File: src/design/ecb_pkg.sv
// ---------------------------------------------------------------------------
// ecb_pkg: shared types and constants of the Euler camera basis unit
// Fixed-point constants of the sine polynomial, pipeline depth, result type
// and saturation helpers.
// ---------------------------------------------------------------------------
package ecb_pkg;

  localparam int NUM_STAGES = 9;
  localparam int SIN_STAGES = 4;
  localparam int BAS_STAGES = 3;
  localparam int SE_STAGES  = 2;

  localparam logic [14:0] SIN_A   = 15'd25736;
  localparam logic [13:0] SIN_B   = 14'd10512;
  localparam logic [10:0] SIN_C   = 11'd1160;
  localparam logic [14:0] QUARTER = 15'd16384;

  typedef logic signed [15:0] vec_t;
  typedef logic signed [31:0] pos_t;

  typedef struct packed {
    pos_t        lookat_x;
    pos_t        lookat_y;
    pos_t        lookat_z;
    logic [23:0] view_distance;
  } ecb_carry_t;

  typedef struct packed {
    vec_t fwd_x;
    vec_t fwd_y;
    vec_t fwd_z;
    vec_t up_x;
    vec_t up_y;
    vec_t up_z;
    vec_t side_x;
    vec_t side_y;
    vec_t side_z;
    pos_t eye_x;
    pos_t eye_y;
    pos_t eye_z;
  } ecb_result_t;

  function automatic vec_t sat16(input logic signed [49:0] v);
    if (v > 50'sd32767) begin
      return 16'sh7FFF;
    end else if (v < -50'sd32768) begin
      return 16'sh8000;
    end
    return v[15:0];
  endfunction

  function automatic pos_t sat32(input logic signed [41:0] v);
    if (v > 42'sd2147483647) begin
      return 32'sh7FFFFFFF;
    end else if (v < -42'sd2147483648) begin
      return 32'sh80000000;
    end
    return v[31:0];
  endfunction

endpackage

File: src/design/ecb_sin.sv
// ---------------------------------------------------------------------------
// ecb_sin: four-stage sine lane
// Odd polynomial sine of a 16-bit binary angle, Q1.14 result.
// ---------------------------------------------------------------------------
module ecb_sin (
  input  logic                            clk,
  input  logic [ecb_pkg::SIN_STAGES-1:0]  en,
  input  logic [15:0]                     angle,
  output ecb_pkg::vec_t                   sin_val
);
  import ecb_pkg::*;

  logic [14:0] x_c;
  logic [29:0] xx_c;
  logic [25:0] p2_c;
  logic [28:0] p3_c;
  logic [29:0] p4_c;

  logic [14:0] x1_r, x2a_r, x2b_r;
  logic [14:0] sq1_r, sq2_r;
  logic [13:0] k2_r;
  logic [14:0] m3_r;
  logic        n1_r, n2_r, n3_r;
  vec_t        s4_r;
  logic [15:0] s_mag;

  // Fold the angle into the first quadrant.
  always_comb begin
    x_c  = angle[14] ? 15'(QUARTER - {1'b0, angle[13:0]}) : {1'b0, angle[13:0]};
    xx_c = x_c * x_c;
    p2_c = sq1_r * SIN_C;
    p3_c = sq2_r * k2_r;
    p4_c = x2b_r * m3_r;
    s_mag = p4_c[29:14];
  end

  always_ff @(posedge clk) begin
    if (en[0]) begin
      x1_r  <= x_c;
      sq1_r <= xx_c[28:14];
      n1_r  <= angle[15];
    end
    if (en[1]) begin
      x2a_r <= x1_r;
      sq2_r <= sq1_r;
      k2_r  <= 14'(SIN_B - 14'(p2_c[25:14]));
      n2_r  <= n1_r;
    end
    if (en[2]) begin
      x2b_r <= x2a_r;
      m3_r  <= 15'(SIN_A - 15'(p3_c[28:14]));
      n3_r  <= n2_r;
    end
    if (en[3]) begin
      s4_r <= n3_r ? -$signed(s_mag) : $signed(s_mag);
    end
  end

  assign sin_val = s4_r;

endmodule

File: config.mk
export PLATFORM = sky130hd
export DESIGN_NAME = ecb_sin
export DESIGN_NICKNAME = d
export VERILOG_FILES = /design/src/design/ecb_pkg.sv /design/src/design/ecb_sin.sv
export SDC_FILE = /design/constraint.sdc
export NUM_CORES = 1
export LEC_CHECK = 0
export ABC_AREA = 1
export ABC_CLOCK_PERIOD_IN_PS = 8100
export BUFFER_PORTS_ARGS = -buffer_cell sky130_fd_sc_hd__buf_2
export CORE_MARGIN = 10
export CORE_UTILIZATION = 65
export CTS_CLUSTER_DIAMETER = 150
export DETAILED_ROUTE_END_ITERATION = 6
export PLACE_DENSITY = 0.8
export REMOVE_ABC_BUFFERS = 1
export SLEW_MARGIN = 0
export SYNTH_ARGS = -nofsm -noshare
export SYNTH_HDL_FRONTEND = slang
export SYNTH_SLANG_ARGS = --single-unit
File: constraint.sdc
create_clock -name clk -period 8.1 [get_ports clk]
set_clock_uncertainty 0.05 [all_clocks]
set_input_delay 0.81 -clock clk [delete_from_list [all_inputs] [get_ports clk]]
set_output_delay 0.81 -clock clk [all_outputs]
set_load 0.02 [all_outputs]
==> results.sh <==
export IMPL_placed_area_sq_mm=0.0290
export IMPL_final_area_sq_mm=0.0296
export IMPL_rsz0062_at_grt="no"
export IMPL_core_area_sq_mm=0.0431
export IMPL_clock_path_buffers=2
export IMPL_crit_fanout=10
export IMPL_chipHeight_um=229
export IMPL_htreeDepth=4
export IMPL_layout_nets=4437
export IMPL_numCtsBuffers=17
export IMPL_routed_via_density=5.23
export IMPL_worstPathArrival_ns=7.42
export IMPL_path_clk_slew_ns=0.06
export IMPL_period_minus_slack_ns=7.28
export IMPL_overflow=0
export IMPL_drc=0
export IMPL_die_x_um=229
export IMPL_synth_cell_types=48
export IMPL_syn_area_per_cell_sq_um=7.78
export IMPL_outcome="complete, no violations"
export IMPL_grt_pass1_vias=22800
export IMPL_port_buffers=36
export IMPL_min_to="x2a_r[5]"
export IMPL_holdCritStartpoint="x1_r[5]"
export IMPL_drtAntennaViolNets=0
export IMPL_maxCapViolations=0
export IMPL_yosysSeqAreaShare=0.131
export IMPL_grt_max_degree=46
export IMPL_cts_sinks=123
export IMPL_worst_r2r_path_depth=23
export IMPL_synth_xor_xnor_area_share=0.0194
export IMPL_setup_viol=0
export IMPL_muxShareOfSynthArea=0
export IMPL_startpoint_type="primary input"
export IMPL_grt_pass1_wl_mm=108
export IMPL_ctsResizeCount=0
export IMPL_synth_edff_count=123
export IMPL_synth_compound_area_frac=0.0334
export IMPL_area_growth_pct=4.80
export IMPL_antenna_cells=0
export IMPL_whs_ns=0.367
export IMPL_io_pin_count=37
export IMPL_tightest_slew_ns=1.02
export IMPL_synth_top_family_by_area="adder cells"
export IMPL_cts_hold_buffers=0
export IMPL_synth_seq_cells=123
export IMPL_final_period_utilization=0.899
export IMPL_gp_congestion=0.961
export IMPL_track_usage=0.249
export IMPL_ys_flop_type="edfxtp_1"
export IMPL_rows=76
export IMPL_r2r_setup_slack_ns=1.30
export IMPL_r2r_end="sin_val[14]"
export IMPL_end_kind="flip-flop"
export IMPL_hold_viol_final=0
export IMPL_async_flop_share=0
export IMPL_drt_total_wl_mm=62.4
export IMPL_antenna_found_initial=1
export IMPL_fmax_mhz=137
export IMPL_path_class="primary input to flip-flop"
export IMPL_dr_pass1_iters=6
export IMPL_yosys_area_share_simple=0.201
export IMPL_cts_tree="yes"
export IMPL_clock_latency_ns=0.44
export IMPL_critPathSlowestCell="fa_1"
export IMPL_cts_root_buf="clkbuf_16"
export IMPL_drive_above_1_share=0.0403
export IMPL_setup_tns_ns=0
export IMPL_hpwl_mm=50.8
export IMPL_synth_cell_area_sq_mm=0.0283
export IMPL_cp_common_cell="fa_1"
export IMPL_die_area_sq_mm=0.0522
export IMPL_vias=22100
export IMPL_cts_setup_buffers=0
export IMPL_synthAdderAreaFrac=0.468
export IMPL_max_stage_delay_ns=0.55
export IMPL_syn_inst=3634
export IMPL_worstHoldPathCells=0
export IMPL_yosys_warnings=0
export IMPL_drv_slew=0
export IMPL_start_util=0.656
export IMPL_slew_headroom=0.319
export IMPL_r2r_start="x2b_r[5]"
export IMPL_drt_iter0_markers=1506
export IMPL_avgRoutedWirePerCell_um=14.7
export IMPL_min_path_type="flip-flop to flip-flop"
export IMPL_worstPathRequired_ns=8.24
[layout by cell type, fill, tap and decap left out, types with 3 or more instances in the layout]
cell type and count:
a21o_1 5, a21oi_1 93, a31oi_1 3, buf_2 36, buf_4 7, bufinv_16 4
clkbuf_16 17, clkinv_4 3, clkinvlp_4 3, conb_1 9, edfxtp_1 123, fa_1 461
ha_1 319, inv_1 1028, inv_2 11, nand2_1 984, nand2_2 28, nand3_1 111
nand3_2 6, nand3b_1 12, nand4_1 24, nor2_1 187, nor2_2 13, nor3_1 14
nor4_1 5, o211ai_1 4, o21ai_0 34, o21ai_1 4, o21bai_1 10, xnor2_1 23
xor2_1 34, xor2_2 3
[cell families after synthesis]
kind of cell / after synthesis
adder cells (fa/ha/maj): 780
flip-flops: 123
buffers and inverters: 1108
XOR/XNOR: 60
AND/OR/NAND/NOR: 1394
AO/OA/AOI/OAI: 167
other: 2
[per-layer routing]
metal / share of wire / track usage
met1: 0.41 / 0.316
met2: 0.49 / 0.422
met3: 0.071 / 0.0392
met4: 0.034 / 0.0908
met5: 0.00027 / 0
[cell usage after synthesis (3+ instances only)]
| cell | instances | area share |
|---|---|---|
| o21ai_1 | 4 | 0.00071 |
| nand3_2 | 6 | 0.0021 |
| a21oi_1 | 93 | 0.016 |
| a31oi_1 | 3 | 0.00066 |
| xor2_2 | 3 | 0.0017 |
| nand3_1 | 111 | 0.020 |
| clkbuf_1 | 61 | 0.0081 |
| edfxtp_1 | 123 | 0.13 |
| nand4_1 | 24 | 0.0053 |
| nor4_1 | 5 | 0.0011 |
| a21o_1 | 5 | 0.0013 |
| nor2_2 | 13 | 0.0029 |
| ha_1 | 319 | 0.14 |
| o21bai_1 | 10 | 0.0027 |
| nand2_1 | 984 | 0.13 |
| buf_2 | 5 | 0.00088 |
| fa_1 | 461 | 0.33 |
| inv_1 | 1028 | 0.14 |
| o21ai_0 | 34 | 0.0060 |
| o211ai_1 | 4 | 0.0011 |
| xor2_1 | 34 | 0.011 |
| nor2_1 | 187 | 0.025 |
| nand2_2 | 28 | 0.0062 |
| inv_2 | 11 | 0.0015 |
| nand3b_1 | 12 | 0.0032 |
| xnor2_1 | 23 | 0.0071 |
| nor3_1 | 14 | 0.0025 |
[worst max-delay path by stage]
stage / from / endpoint / slack [ns] / depth (start not counted)
after floorplan: angle[1] / sq1_r[14] / 1.31 / 27
after global placement: angle[0] / sq1_r[14] / 0.59 / 28
after detailed placement: angle[0] / sq1_r[14] / 0.46 / 28
after CTS: angle[0] / sq1_r[14] / 0.91 / 28
after global routing: angle[0] / sq1_r[14] / 0.40 / 28
final: angle[0] / sq1_r[14] / 0.82 / 28
[critical path, delay by kind of cell]
family          cells  cell delay, ns
buf+inv             7            0.74
xor+xnor            1            0.15
compound gates      4            0.84
simple gates        8            1.28
fa+ha+maj           8            3.59
[cell type report]
cell class | instances | area (sq um)
repair buffers | 43 | 233
well taps | 585 | 732
multi-input cells | 2410 | 20400
clock buffers | 18 | 429
fillers | 3416 | 13400
clock inverters | 14 | 195
flip-flops and latches | 123 | 3690
inverters | 1041 | 3910
[through the flow]
step | std cells | worst slack (ns) | utilization
final | 4234 | 0.820 | 0.688
after global routing | 4234 | 0.402 | 0.688
after CTS | 4234 | 0.907 | 0.688
after detailed placement | 4202 | 0.458 | 0.673
after global placement | 4202 | 0.590 | 0.673
after floorplan | 3574 | 1.31 | -
[flip-flops by register name (all words and copies together), names as in the netlist]
| name | cells |
|---|---|
| sin_val | 16 |
| m3_r | 15 |
| sq1_r | 15 |
| sq2_r | 15 |
| x1_r | 15 |
| x2a_r | 15 |
| x2b_r | 15 |
| k2_r | 14 |
| n1_r | 1 |
| n2_r | 1 |
| n3_r | 1 |
Power is not shown: default switching activity piles up to over one toggle a cycle in this logic, so the estimate is an artifact.
